===== src/iss_pkg.sv =====
// Types, codes and constants shared by the start/stop sequencer modules.
`timescale 1ns / 1ps
package iss_pkg;

  // Mode codes
  localparam logic [3:0] MODE_OFF       = 4'd0;
  localparam logic [3:0] MODE_ONDELAY   = 4'd1;
  localparam logic [3:0] MODE_AWAIT     = 4'd2;
  localparam logic [3:0] MODE_RUN       = 4'd3;
  localparam logic [3:0] MODE_SHUT      = 4'd4;
  localparam logic [3:0] MODE_FAULTED   = 4'd5;
  localparam logic [3:0] MODE_FAULTDOWN = 4'd6;
  localparam logic [3:0] MODE_FAULTOFF  = 4'd7;
  localparam logic [3:0] MODE_DIAG      = 4'd8;

  // Fault codes
  localparam logic [1:0] FAULT_NONE   = 2'd0;
  localparam logic [1:0] FAULT_BUS_OV = 2'd1;
  localparam logic [1:0] FAULT_TOGGLE = 2'd2;

  // Register indexes
  localparam logic [2:0] REG_ON_DELAY    = 3'd0;
  localparam logic [2:0] REG_OFF_DELAY   = 3'd1;
  localparam logic [2:0] REG_FAULT_PERST = 3'd2;
  localparam logic [2:0] REG_MIN_VIN     = 3'd3;
  localparam logic [2:0] REG_BUS_SOFT    = 3'd4;
  localparam logic [2:0] REG_BUS_HARD    = 3'd5;
  localparam logic [2:0] REG_FAULT_OVR   = 3'd6;
  localparam logic [2:0] REG_DIAG_DIS    = 3'd7;

  // Register reset values
  localparam logic [23:0] RST_ON_DELAY    = 24'd5000000;
  localparam logic [23:0] RST_OFF_DELAY   = 24'd100000;
  localparam logic [23:0] RST_FAULT_PERST = 24'd2000000;
  localparam logic [15:0] RST_MIN_VIN     = 16'd4800;
  localparam logic [15:0] RST_BUS_SOFT    = 16'd6400;
  localparam logic [15:0] RST_BUS_HARD    = 16'd7200;

  // Fixed timing and levels
  localparam logic [22:0] ALARM_PERIOD = 23'd5000000;
  localparam logic [22:0] CANCEL_IDLE  = 23'd5000000;
  localparam logic [2:0]  DIAG_CANCELS = 3'd5;
  localparam logic [2:0]  CANCEL_MAX   = 3'd7;
  localparam logic [7:0]  LVL_OFF      = 8'd0;
  localparam logic [7:0]  LVL_HALF     = 8'd127;
  localparam logic [7:0]  LVL_FULL     = 8'd255;

  typedef struct packed {
    logic [23:0] on_delay_ticks;
    logic [23:0] off_delay_ticks;
    logic [23:0] fault_persist_ticks;
    logic [15:0] min_input_voltage;
    logic [15:0] bus_soft_limit;
    logic [15:0] bus_hard_limit;
    logic        fault_override;
    logic        diag_entry_disable;
  } iss_cfg_t;

  typedef struct packed {
    logic [3:0]  mode;
    logic [23:0] delay_counter;
    logic [23:0] fault_timer;
    logic        fault_running;
    logic [22:0] alarm_timer;
    logic [2:0]  cancel_count;
    logic [22:0] cancel_idle_timer;
    logic        cancel_idle_active;
    logic [1:0]  latched_fault;
  } iss_state_t;

  typedef struct packed {
    logic        switch_on;
    logic        button_pressed;
    logic [15:0] input_voltage;
    logic [15:0] bus_voltage;
    logic        zero_crossing;
  } iss_in_t;

  typedef struct packed {
    logic [3:0]  mode;
    logic [7:0]  green_level;
    logic [7:0]  red_level;
    logic        power_stage_enable;
    logic [23:0] ramp_remaining;
    logic        alarm_pulse;
    logic [1:0]  fault_code;
  } iss_out_t;

endpackage


===== src/iss_cfg.sv =====
// Configuration register file of the start/stop sequencer.
`timescale 1ns / 1ps
module iss_cfg (
  input  logic               clk,
  input  logic               rst_n,
  input  logic               wr_en,
  input  logic [2:0]         wr_index,
  input  logic [23:0]        wr_data,
  output iss_pkg::iss_cfg_t  cfg
);
  import iss_pkg::*;

  iss_cfg_t cfg_r, cfg_nxt;

  // Write decode
  always_comb begin
    cfg_nxt = cfg_r;
    if (wr_en) begin
      unique case (wr_index)
        REG_ON_DELAY:    cfg_nxt.on_delay_ticks      = wr_data;
        REG_OFF_DELAY:   cfg_nxt.off_delay_ticks     = wr_data;
        REG_FAULT_PERST: cfg_nxt.fault_persist_ticks = wr_data;
        REG_MIN_VIN:     cfg_nxt.min_input_voltage   = wr_data[15:0];
        REG_BUS_SOFT:    cfg_nxt.bus_soft_limit      = wr_data[15:0];
        REG_BUS_HARD:    cfg_nxt.bus_hard_limit      = wr_data[15:0];
        REG_FAULT_OVR:   cfg_nxt.fault_override      = wr_data[0];
        REG_DIAG_DIS:    cfg_nxt.diag_entry_disable  = wr_data[0];
        default: ;
      endcase
    end
  end

  always_ff @(posedge clk) begin
    if (!rst_n) begin
      cfg_r.on_delay_ticks      <= RST_ON_DELAY;
      cfg_r.off_delay_ticks     <= RST_OFF_DELAY;
      cfg_r.fault_persist_ticks <= RST_FAULT_PERST;
      cfg_r.min_input_voltage   <= RST_MIN_VIN;
      cfg_r.bus_soft_limit      <= RST_BUS_SOFT;
      cfg_r.bus_hard_limit      <= RST_BUS_HARD;
      cfg_r.fault_override      <= 1'b0;
      cfg_r.diag_entry_disable  <= 1'b0;
    end else begin
      cfg_r <= cfg_nxt;
    end
  end

  assign cfg = cfg_r;

endmodule


===== src/iss_step.sv =====
// One-tick step of the sequencer: next state and result word from state and tick.
`timescale 1ns / 1ps
module iss_step (
  input  iss_pkg::iss_cfg_t   cfg,
  input  iss_pkg::iss_state_t st_cur,
  input  iss_pkg::iss_in_t    tick,
  output iss_pkg::iss_state_t st_next,
  output iss_pkg::iss_out_t   res
);
  import iss_pkg::*;

  iss_state_t st;
  logic       alarm;
  logic       hard;
  logic [7:0] green;
  logic [7:0] red;

  always_comb begin
    st    = st_cur;
    alarm = 1'b0;
    red   = LVL_OFF;
    green = LVL_OFF;
    hard  = tick.bus_voltage > cfg.bus_hard_limit;

    // Zero crossing releases the wait before the mode's own step
    if (st.mode == MODE_AWAIT && tick.zero_crossing) begin
      st.mode = MODE_RUN;
    end

    // Mode step
    unique case (st.mode)
      MODE_OFF: begin
        if (tick.switch_on) begin
          st.delay_counter = cfg.on_delay_ticks;
          st.mode          = MODE_ONDELAY;
        end
      end
      MODE_ONDELAY: begin
        if (!tick.switch_on) begin
          st.mode = MODE_OFF;
          if (st.cancel_count < CANCEL_MAX) begin
            st.cancel_count = st.cancel_count + 3'd1;
          end
          st.cancel_idle_timer  = CANCEL_IDLE;
          st.cancel_idle_active = 1'b1;
        end else begin
          if (st.delay_counter != 24'd0) begin
            st.delay_counter = st.delay_counter - 24'd1;
          end
          if (st.delay_counter == 24'd0) begin
            st.mode         = MODE_AWAIT;
            st.cancel_count = 3'd0;
          end else if (tick.input_voltage < cfg.min_input_voltage) begin
            st.delay_counter = cfg.on_delay_ticks;
          end
        end
      end
      MODE_RUN: begin
        if (!tick.switch_on) begin
          st.delay_counter = cfg.off_delay_ticks;
          st.mode          = MODE_SHUT;
        end
      end
      MODE_SHUT: begin
        if (st.delay_counter != 24'd0) begin
          st.delay_counter = st.delay_counter - 24'd1;
        end
        if (st.delay_counter == 24'd0) begin
          if (tick.switch_on) begin
            st.mode          = MODE_FAULTOFF;
            st.alarm_timer   = 23'd0;
            st.latched_fault = FAULT_TOGGLE;
          end else begin
            st.mode = MODE_OFF;
          end
        end
      end
      MODE_FAULTED: begin
        st.delay_counter = cfg.off_delay_ticks;
        st.mode          = MODE_FAULTDOWN;
      end
      MODE_FAULTDOWN: begin
        if (st.delay_counter != 24'd0) begin
          st.delay_counter = st.delay_counter - 24'd1;
        end
        if (st.delay_counter == 24'd0) begin
          st.mode        = MODE_FAULTOFF;
          st.alarm_timer = 23'd0;
        end
      end
      MODE_FAULTOFF: begin
        if (!tick.switch_on) begin
          st.mode = MODE_OFF;
        end else begin
          if (st.alarm_timer != 23'd0) begin
            st.alarm_timer = st.alarm_timer - 23'd1;
          end
          if (st.alarm_timer == 23'd0) begin
            alarm          = 1'b1;
            st.alarm_timer = ALARM_PERIOD;
          end
        end
      end
      MODE_DIAG: st.mode = MODE_OFF;
      default: ;
    endcase

    // Cancel count expires after a quiet period
    if (st.cancel_idle_active) begin
      if (st.cancel_idle_timer == 23'd0) begin
        st.cancel_count       = 3'd0;
        st.cancel_idle_active = 1'b0;
      end else begin
        st.cancel_idle_timer = st.cancel_idle_timer - 23'd1;
      end
    end

    // Diag entry
    if (!cfg.diag_entry_disable &&
        (st.cancel_count >= DIAG_CANCELS ||
         (tick.button_pressed && st.cancel_count != 3'd0))) begin
      st.mode         = MODE_DIAG;
      st.cancel_count = 3'd0;
    end

    // Bus check while running
    if (st.mode == MODE_RUN) begin
      if (!hard) begin
        st.fault_running = 1'b0;
        st.fault_timer   = 24'd0;
        red = (tick.bus_voltage > cfg.bus_soft_limit) ? LVL_HALF : LVL_OFF;
      end else begin
        red = LVL_FULL;
        if (!st.fault_running) begin
          st.fault_running = 1'b1;
          st.fault_timer   = cfg.fault_persist_ticks;
        end else if (st.fault_timer == 24'd0) begin
          if (!cfg.fault_override) begin
            st.mode = MODE_FAULTED;
          end
          st.latched_fault = FAULT_BUS_OV;
        end else begin
          st.fault_timer = st.fault_timer - 24'd1;
        end
      end
    end else begin
      st.fault_running = 1'b0;
      st.fault_timer   = 24'd0;
    end

    if (st.mode == MODE_OFF) begin
      st.latched_fault = FAULT_NONE;
    end

    // Indicators
    unique case (st.mode) inside
      MODE_OFF, MODE_FAULTOFF, MODE_DIAG: green = LVL_OFF;
      MODE_ONDELAY, MODE_RUN:             green = LVL_HALF;
      default:                            green = LVL_FULL;
    endcase
    if (st.mode == MODE_FAULTED || st.mode == MODE_FAULTDOWN ||
        st.mode == MODE_FAULTOFF) begin
      red = LVL_FULL;
    end
  end

  // Result word
  always_comb begin
    res.mode               = st.mode;
    res.green_level        = green;
    res.red_level          = red;
    res.power_stage_enable = (st.mode >= MODE_RUN) && (st.mode <= MODE_FAULTDOWN);
    res.ramp_remaining     = (st.mode == MODE_SHUT || st.mode == MODE_FAULTDOWN) ?
                             st.delay_counter : 24'd0;
    res.alarm_pulse        = alarm;
    res.fault_code         = st.latched_fault;
  end

  assign st_next = st;

endmodule


===== src/inverter_start_stop_sequencer.sv =====
// Top level of the inverter start/stop sequencer.
`timescale 1ns / 1ps
// Each input word is one microsecond tick (switch, button, input and bus
// voltage, zero crossing) and yields exactly one result word (mode, indicator
// levels, power stage enable, ramp count, alarm pulse, fault code). The block
// takes one tick per clock cycle while the result side is not stalled: a tick
// sits in the input register, then the step logic updates the sequencer state
// and loads the result register once that register is empty or its word is
// being taken, and out_valid rises with the loaded word and holds until
// out_ready takes it. The input register and the result register together
// absorb a stall on the result side. Configuration writes go to cfg_index
// 0..7 and are always accepted; write them only while idle.
module inverter_start_stop_sequencer (
  input  logic        clk,
  input  logic        rst_n,
  // tick input
  input  logic        in_valid,
  output logic        in_ready,
  input  logic        in_switch_on,
  input  logic        in_button_pressed,
  input  logic [15:0] in_input_voltage,
  input  logic [15:0] in_bus_voltage,
  input  logic        in_zero_crossing,
  // result output
  output logic        out_valid,
  input  logic        out_ready,
  output logic [3:0]  out_mode,
  output logic [7:0]  out_green_level,
  output logic [7:0]  out_red_level,
  output logic        out_power_stage_enable,
  output logic [23:0] out_ramp_remaining,
  output logic        out_alarm_pulse,
  output logic [1:0]  out_fault_code,
  // configuration writes
  input  logic        cfg_valid,
  output logic        cfg_ready,
  input  logic [2:0]  cfg_index,
  input  logic [23:0] cfg_data
);
  import iss_pkg::*;

  iss_cfg_t   cfg;
  iss_in_t    tick_r, tick_nxt;
  logic       tick_valid_r, tick_valid_nxt;
  iss_state_t st_r, st_step;
  iss_out_t   res_r, res_step;
  logic       out_valid_r, out_valid_nxt;
  logic       advance;
  logic       in_fire;

  assign cfg_ready = 1'b1;

  iss_cfg u_cfg (
    .clk      (clk),
    .rst_n    (rst_n),
    .wr_en    (cfg_valid),
    .wr_index (cfg_index),
    .wr_data  (cfg_data),
    .cfg      (cfg)
  );

  iss_step u_step (
    .cfg     (cfg),
    .st_cur  (st_r),
    .tick    (tick_r),
    .st_next (st_step),
    .res     (res_step)
  );

  // Handshake control
  assign advance  = tick_valid_r && (!out_valid_r || out_ready);
  assign in_ready = !tick_valid_r || advance;
  assign in_fire  = in_valid && in_ready;

  always_comb begin
    tick_nxt.switch_on      = in_switch_on;
    tick_nxt.button_pressed = in_button_pressed;
    tick_nxt.input_voltage  = in_input_voltage;
    tick_nxt.bus_voltage    = in_bus_voltage;
    tick_nxt.zero_crossing  = in_zero_crossing;
    tick_valid_nxt = in_fire ? 1'b1 : (advance ? 1'b0 : tick_valid_r);
    out_valid_nxt  = advance ? 1'b1 : ((out_valid_r && out_ready) ? 1'b0 : out_valid_r);
  end

  // Valid flags and sequencer state
  always_ff @(posedge clk) begin
    if (!rst_n) begin
      tick_valid_r          <= 1'b0;
      out_valid_r           <= 1'b0;
      st_r.mode             <= MODE_OFF;
      st_r.delay_counter    <= 24'd0;
      st_r.fault_timer      <= 24'd0;
      st_r.fault_running    <= 1'b0;
      st_r.alarm_timer      <= 23'd0;
      st_r.cancel_count     <= 3'd0;
      st_r.cancel_idle_timer <= 23'd0;
      st_r.cancel_idle_active <= 1'b0;
      st_r.latched_fault    <= FAULT_NONE;
    end else begin
      tick_valid_r <= tick_valid_nxt;
      out_valid_r  <= out_valid_nxt;
      if (advance) begin
        st_r <= st_step;
      end
    end
  end

  // Payload registers
  always_ff @(posedge clk) begin
    if (in_fire) begin
      tick_r <= tick_nxt;
    end
    if (advance) begin
      res_r <= res_step;
    end
  end

  assign out_valid              = out_valid_r;
  assign out_mode               = res_r.mode;
  assign out_green_level        = res_r.green_level;
  assign out_red_level          = res_r.red_level;
  assign out_power_stage_enable = res_r.power_stage_enable;
  assign out_ramp_remaining     = res_r.ramp_remaining;
  assign out_alarm_pulse        = res_r.alarm_pulse;
  assign out_fault_code         = res_r.fault_code;

  // Input stalls only when both registers are full and the output is held
  a_stall_cause: assert property (@(posedge clk) disable iff (!rst_n)
    !in_ready |-> (tick_valid_r && out_valid_r && !out_ready))
    else $error("input stalled without a full pipeline");

  // Fault code is cleared whenever the sequencer rests in off
  a_off_no_fault: assert property (@(posedge clk) disable iff (!rst_n)
    st_r.mode == MODE_OFF |-> st_r.latched_fault == FAULT_NONE)
    else $error("fault code held in off mode");

  // Ramp count only shows during a ramp-down
  a_ramp_mode: assert property (@(posedge clk) disable iff (!rst_n)
    (out_valid_r && res_r.ramp_remaining != 24'd0) |->
      (res_r.mode == MODE_SHUT || res_r.mode == MODE_FAULTDOWN))
    else $error("ramp count outside ramp-down");

  // Alarm fires only in faultoff
  a_alarm_mode: assert property (@(posedge clk) disable iff (!rst_n)
    (out_valid_r && res_r.alarm_pulse) |-> res_r.mode == MODE_FAULTOFF)
    else $error("alarm pulse outside faultoff");

endmodule

===== config.mk =====
export PLATFORM = sky130hd
export DESIGN_NAME = inverter_start_stop_sequencer
export DESIGN_NICKNAME = d
export VERILOG_FILES = /design/src/iss_pkg.sv /design/src/iss_cfg.sv /design/src/iss_step.sv /design/src/inverter_start_stop_sequencer.sv
export SDC_FILE = /design/constraint.sdc
export NUM_CORES = 1
export LEC_CHECK = 0
export BUFFER_PORTS_ARGS = -buffer_cell sky130_fd_sc_hd__buf_2
export CORE_UTILIZATION = 35
export CTS_BUF_LIST = sky130_fd_sc_hd__clkbuf_8
export CTS_CLUSTER_DIAMETER = 60
export CTS_CLUSTER_SIZE = 14
export DETAILED_ROUTE_END_ITERATION = 12
export PLACE_DENSITY = 0.65
export SETUP_SLACK_MARGIN = 0.5
export SLEW_MARGIN = 30
export SYNTH_ARGS = -nofsm -noshare
export SYNTH_HDL_FRONTEND = slang
export SYNTH_HIERARCHICAL = 1
export SYNTH_SLANG_ARGS = --single-unit

===== constraint.sdc =====
create_clock -name clk -period 4.2 [get_ports clk]
set_input_delay 0.21 -clock clk [delete_from_list [all_inputs] [get_ports clk]]
set_output_delay 0.21 -clock clk [all_outputs]
set_load 0.05 [all_outputs]

# Word-level counts from Yosys, hierarchy flattened
# Index checks and enable logic that the tools add are counted.
[totals]
register_bits = 312
latchBits = 0
ram_bits = 0
mem_bits_ro = 0
in_bits = 67
word_cells = 180
memories = 0
[classes]
addsub = 5
n_mul = 0
div_mod_pow = 0
order_cmp = 7
eq_ne = 28
shifts = 0
mux = 65
n_bitwise = 0
reduce_logical = 44
[op_table]
columns = ["cell", "count"]
rows = [
  ["$mux W24", 11],
  ["$mux W23", 9],
  ["$pmux W24 S6", 1],
  ["$logic_not A24 Y1", 4],
  ["$pmux W23 S3", 1],
  ["$mux W28", 2],
  ["$mux W27", 2],
  ["$mux W25", 2],
  ["$mux W4", 12],
  ["$sub A24 B1 Y24 const B", 2],
  ["$logic_not A23 Y1", 2],
  ["$sub A23 B1 Y23 const B", 2],
  ["$eq A4 B3 Y1 const B", 8],
  ["$gt A16 B16 Y1", 2],
  ["$pmux W4 S8", 1],
  ["$reduce_bool A24 Y1", 1],
  ["$reduce_bool A23 Y1", 1],
  ["$reduce_and A2 Y1", 10],
  ["$mux W3", 6],
  ["$eq A4 B2 Y1 const B", 4],
  ["$lt A16 B16 Y1", 1],
  ["$mux W2", 8],
  ["$mux W8", 2],
  ["$pmux W8 S2", 1],
  ["other kinds (25)", 54],
]

# Longest topological paths before layout
[depth]
word_depth = 25
depth_mapped = 20
ltp_nobuf = 16

# Modules after synthesis
# Netlist, hierarchy kept.
[by_module_without_submodules]
columns = ["module", "instances", "cells_per_inst", "area_per_inst_um2", "seq_area_each_um2"]
rows = [
  ["iss_step", 1, 1136, 6989.2, 0.0],
  ["inverter_start_stop_sequencer", 1, 550, 6757.7, 4634.4],
  ["iss_cfg", 1, 455, 4693.3, 2442.3],
]

# Worst setup path after synthesis
# Ideal clock, no wire load.
[synth_path]
kind = "register -> register"
from = "register st_r[77] (netlist bit)"
to = "register st_r[57] (netlist bit)"
setup_ps = 72
arrival_ps = 4280
slack_ps = -152
stages_incl_launch_ff = 19
cell_sequence = "dfxtp_1 inv_1 ha_1 nor3b_2 and4_4 buf_6 or4_2 xnor2_1 or3_1 a2111oi_4 a21oi_1 o31ai_2 a21oi_1 or4_1 buf_2 buf_6 a211oi_2 nand2_1 mux2i_1"
[synth_rtl]
columns = ["element", "line_no", "rtl"]
rows = [
  ["start: declaration", "inverter_start_stop_sequencer.sv:45", "iss_state_t st_r, st_step;"],
  ["start signal: assignment", "inverter_start_stop_sequencer.sv:103", "st_r <= st_step;"],
]

# Final worst setup path
[layout_path]
from = "register st_r[77] (netlist bit)"
to = "register res_r (netlist bit out_ramp_remaining[13]), data pin"
[layout_between]
elab_chain_len = 22
word_cells_on_any_way = 39
cone_classes = "add/sub (1); order compare (1); eq/ne (3); mux (25); reduce/logical (9)"
[layout_lines]
columns = ["element", "line_no", "rtl"]
rows = [
  ["$sub A24 B1 Y24 / $reduce_bool A24 Y1 (equally long branches)", "-", ""],
  ["$mux W24 *", "iss_step.sv:47, iss_step.sv:65, iss_step.sv:83", ""],
  ["branches (longest 20 deep; another with $ge A3 B3 Y1)", "-", ""],
  ["end signal: assignment", "inverter_start_stop_sequencer.sv:114", "res_r <= res_step;"],
  ["end: declaration", "inverter_start_stop_sequencer.sv:46", "iss_out_t res_r, res_step;"],
]
# Every way passes the cells marked *. The select of a mux whose other input is x is not followed.
# A chain may end at the register's enable or synchronous reset.

==> impl_metrics.json <==
{
  "critPathTopFamily": "simple AND/OR/NAND/NOR gates",
  "synth-edff-count": 83,
  "finalCritPeriodShare_pct": 101.5,
  "seq_area_frac_synth_pct": 38.38,
  "synth.distinct_cells": 87,
  "core_region_area_sq_um": 51720,
  "design_area_sq_um": 22780,
  "p_leak_uw": 0.009099,
  "clockBufferDepth": 3,
  "whs_path_depth": 3,
  "finalMaxSlewViolations": 0,
  "power_uw": 6936,
  "slew-limit-headroom_pct": 35.20,
  "reg2reg_to": "out_ramp_remaining[13]$_DFFE_PP_",
  "numClockSinks": 312,
  "initial_core_util_pct": 35.66,
  "clk_pin_slew_worst_paths_ns": 0.09,
  "cap_violations": 0,
  "grt_pass1_vias": 15730,
  "cts_tree": "done",
  "placementRows": 83,
  "fin_worst_skew_ns": 0.05436,
  "path_max_fanout": 5,
  "grt_pass1_wl_um": 87630,
  "antenna_found_initial": 0,
  "crit_buf_inv": 6,
  "final_layout_size_suffix_gt1_share_pct": 21.98,
  "antenna_cells": 0,
  "drtPass1Iterations": 5,
  "arrival_ns": 4.70,
  "die-area_sq_um": 53610,
  "hold_path_class": "in -> reg",
  "dpl.hpwl_um": 38190,
  "grtUsageMet3_pct": 3.654,
  "die_h_um": 231.5,
  "nets": 2463,
  "vias_per_cell": 5.388,
  "finish.utilization_pct": 44.06,
  "ir_drop_v": 0.0002608,
  "async_flop_share_pct": 0,
  "ys.flop_type": "dfxtp_1",
  "synth.avg_cell_area_sq_um": 8.613,
  "htreeDepth": 2,
  "clk_latency_ns": 0.64,
  "finalWorstSetupSlack_ns": -0.06157,
  "status": "complete, but fails checks",
  "drcViolationCount": 0,
  "placed_cell_area_sq_um": 19990,
  "io_buffers": 116,
  "reg2regPathDepth": 18,
  "hold_viol_final": 0,
  "grt_util_met1_pct": 26.96,
  "crit_end": "out_ramp_remaining[13]$_DFFE_PP_",
  "fmax_mhz": 234.7,
  "grt_usage_pct": 20.64,
  "r2r_start": "st_r[77]$_SDFFE_PN0P_",
  "pwr_density_cell_nw_per_um2": 304.4,
  "required_ns": 4.64,
  "startpoint_type": "flop",
  "rsz0062_at_grt": "true",
  "violations": "negative setup slack",
  "end_kind": "flop",
  "crit_cells": 18,
  "first_iter_violations": 1047,
  "io_pins": 118,
  "gp_congestion": 0.9854,
  "synth_warnings": 6,
  "cts_root_buffer": "clkbuf_8",
  "synth_nets": 2263,
  "syn_to_final_growth_pct": 23.56,
  "fin_crit_ns": 4.262,
  "finalSetupViolations": 18,
  "vias": 16410,
  "slowest_stage": "or3_4",
  "path_cells": "inv_2 > ha_4 > nor3b_4 > and4_4 > or4_4 > xnor2_2 > or3_4 > a2111oi_4 > buf_4 > buf_6 > buf_6 > and3_4 > mux2_4 > nand2_8 > or3_4 > buf_12 > buf_16 > a211oi_2",
  "wl_per_cell_um": 18.63,
  "synth_area_sq_um": 18440,
  "cts_buffers": 36,
  "startpoint": "st_r[77]$_SDFFE_PN0P_",
  "grt.overflow.total": 0,
  "worst-slew-pin-transition_ns": 0.9720,
  "r2r_slack_ns": -0.06,
  "synth_cells": 2141,
  "grt_use_met2_pct": 34.47,
  "drt_wl_total_um": 56750,
  "top_usage_layer": "met2",
  "synth-seq-cells": 312,
  "antenna_left": 0,
  "die_w_um": 231.5,
  "grt_max_degree": 140,
  "crit_type": "reg -> reg",
  "cp_slowest_stage_delay_ns": 0.47
}
cell families (layout without fill, tap and decap cells):
| family | count (synthesis) | after routing | synth area share, % |
|---|---|---|---|
| multiplexers | 247 | 247 | 13.48 |
| adder cells (fa/ha/maj) | 55 | 55 | 3.732 |
| flip-flops | 312 | 312 | 38.38 |
| AO/OA/AOI/OAI | 355 | 356 | 13.18 |
| buffers and inverters | 235 | 458 | 6.222 |
| AND/OR/NAND/NOR | 885 | 886 | 22.57 |
| XOR/XNOR | 51 | 51 | 2.422 |
| other | 1 | 1 | 0.02034 |
final cells by class:
type	instances	area, sq um
timing repair buffer	329	2669
sequential	312	7082
clock inverter	27	269.0
inverter	66	247.7
clock buffer	36	495.5
tap	680	850.8
multi-input combinational	1596	11170
fill	4955	28930
Yosys cell counts, drive strengths merged, types with 22 or more instances:
master	instances	area, sq um
a21oi	91	455.4
nor4	25	207.7
nand2	404	1519
o21ai	93	465.4
xnor2	29	254.0
ha	55	688.2
edfxtp	83	2492
dfxtp	229	4584
mux2i	237	2372
buf	79	560.5
nor2b	61	389.1
or3	22	142.6
nor2	181	679.4
a221o	24	240.2
xor2	22	192.7
inv	66	247.7
a211oi	31	332.8
clkbuf	90	339.1
nor3	63	330.3
nand3	25	125.1
worst min-delay path: stages:
cell	delay, ns
buf_8	0.23
nand2_1	0.16
mux2i_1	0.06
report_power, final:
part           leakage [uW]  internal, uW  switching, uW
Sequential          0.00266          3160           49.9
Combinational       0.00604           584            834
Clock              0.000405          1050           1260
state kept, by name, summed over array words and instances (netlist names), 2 cells and up:
signal              count
out_mode                4
u_cfg/cfg             122
tick_r                 35
out_ramp_remaining     24
out_red_level           8
out_fault_code          2
out_green_level         8
st_r                  105
per-stage QoR:
stage	setup slack (ns)	cells	hold WS [ns]	setup TNS (ns)
floorplan	0.2302	2141	0.3089	0
global placement	-0.02702	2873	0.3867	-0.02702
detailed placement	-0.1060	2873	0.3881	-0.3264
CTS	0.02892	3030	0.09521	0
global route	-0.1425	3046	0.1077	-3.322
finish	-0.06157	3046	0.1385	-0.5114
routing by layer:
| layer | wire length (um) | up-vias |
|---|---|---|
| met4 | 1552 | 0 |
| met2 | 26580 | 490 |
| li1 | - | 7909 |
| met5 | 0 | - |
| met3 | 3217 | 97 |
| met1 | 25400 | 7915 |
placed cells by master (no fill, tap or decap), types with 24 or more instances in the layout:
master	n
a211oi_2	24
a21oi_1	70
a221o_1	24
buf_2	115
buf_4	111
clkbuf_8	36
dfxtp_1	225
dlygate4sd3_1	60
edfxtp_1	83
ha_1	54
inv_1	68
mux2i_1	236
nand2_1	401
nand3_1	25
nor2_1	172
nor2b_1	59
nor3_1	42
o21ai_0	44
o21ai_1	24
o21ai_2	25
xnor2_1	28
what timing repair did:
action	in CTS	in global routing
hold endpoints to repair	104	0
gates resized for setup	170	67
hold buffers	60	0
gates cloned	7	0
endpoints found under the setup margin	123	130
pin swaps	52	36
buffers inserted	27	16
worst min-delay path by stage:
stage / start / endpoint / slack, ns
2_1_floorplan: in_zero_crossing / tick_r[0]$_DFFE_PP_ / 0.31
3_3_place_gp: in_bus_voltage[14] / tick_r[15]$_DFFE_PP_ / 0.39
3_5_place_dp: in_bus_voltage[11] / tick_r[12]$_DFFE_PP_ / 0.39
4_1_cts: cfg_data[13] / u_cfg/cfg[63]$_SDFFE_PN0P_ / 0.1
5_1_grt: cfg_data[13] / u_cfg/cfg[47]$_SDFFE_PN0P_ / 0.11
6_report: rst_n / st_r[104]$_SDFFE_PN0P_ / 0.14
Note: power is estimated with default switching activity, not from simulation.
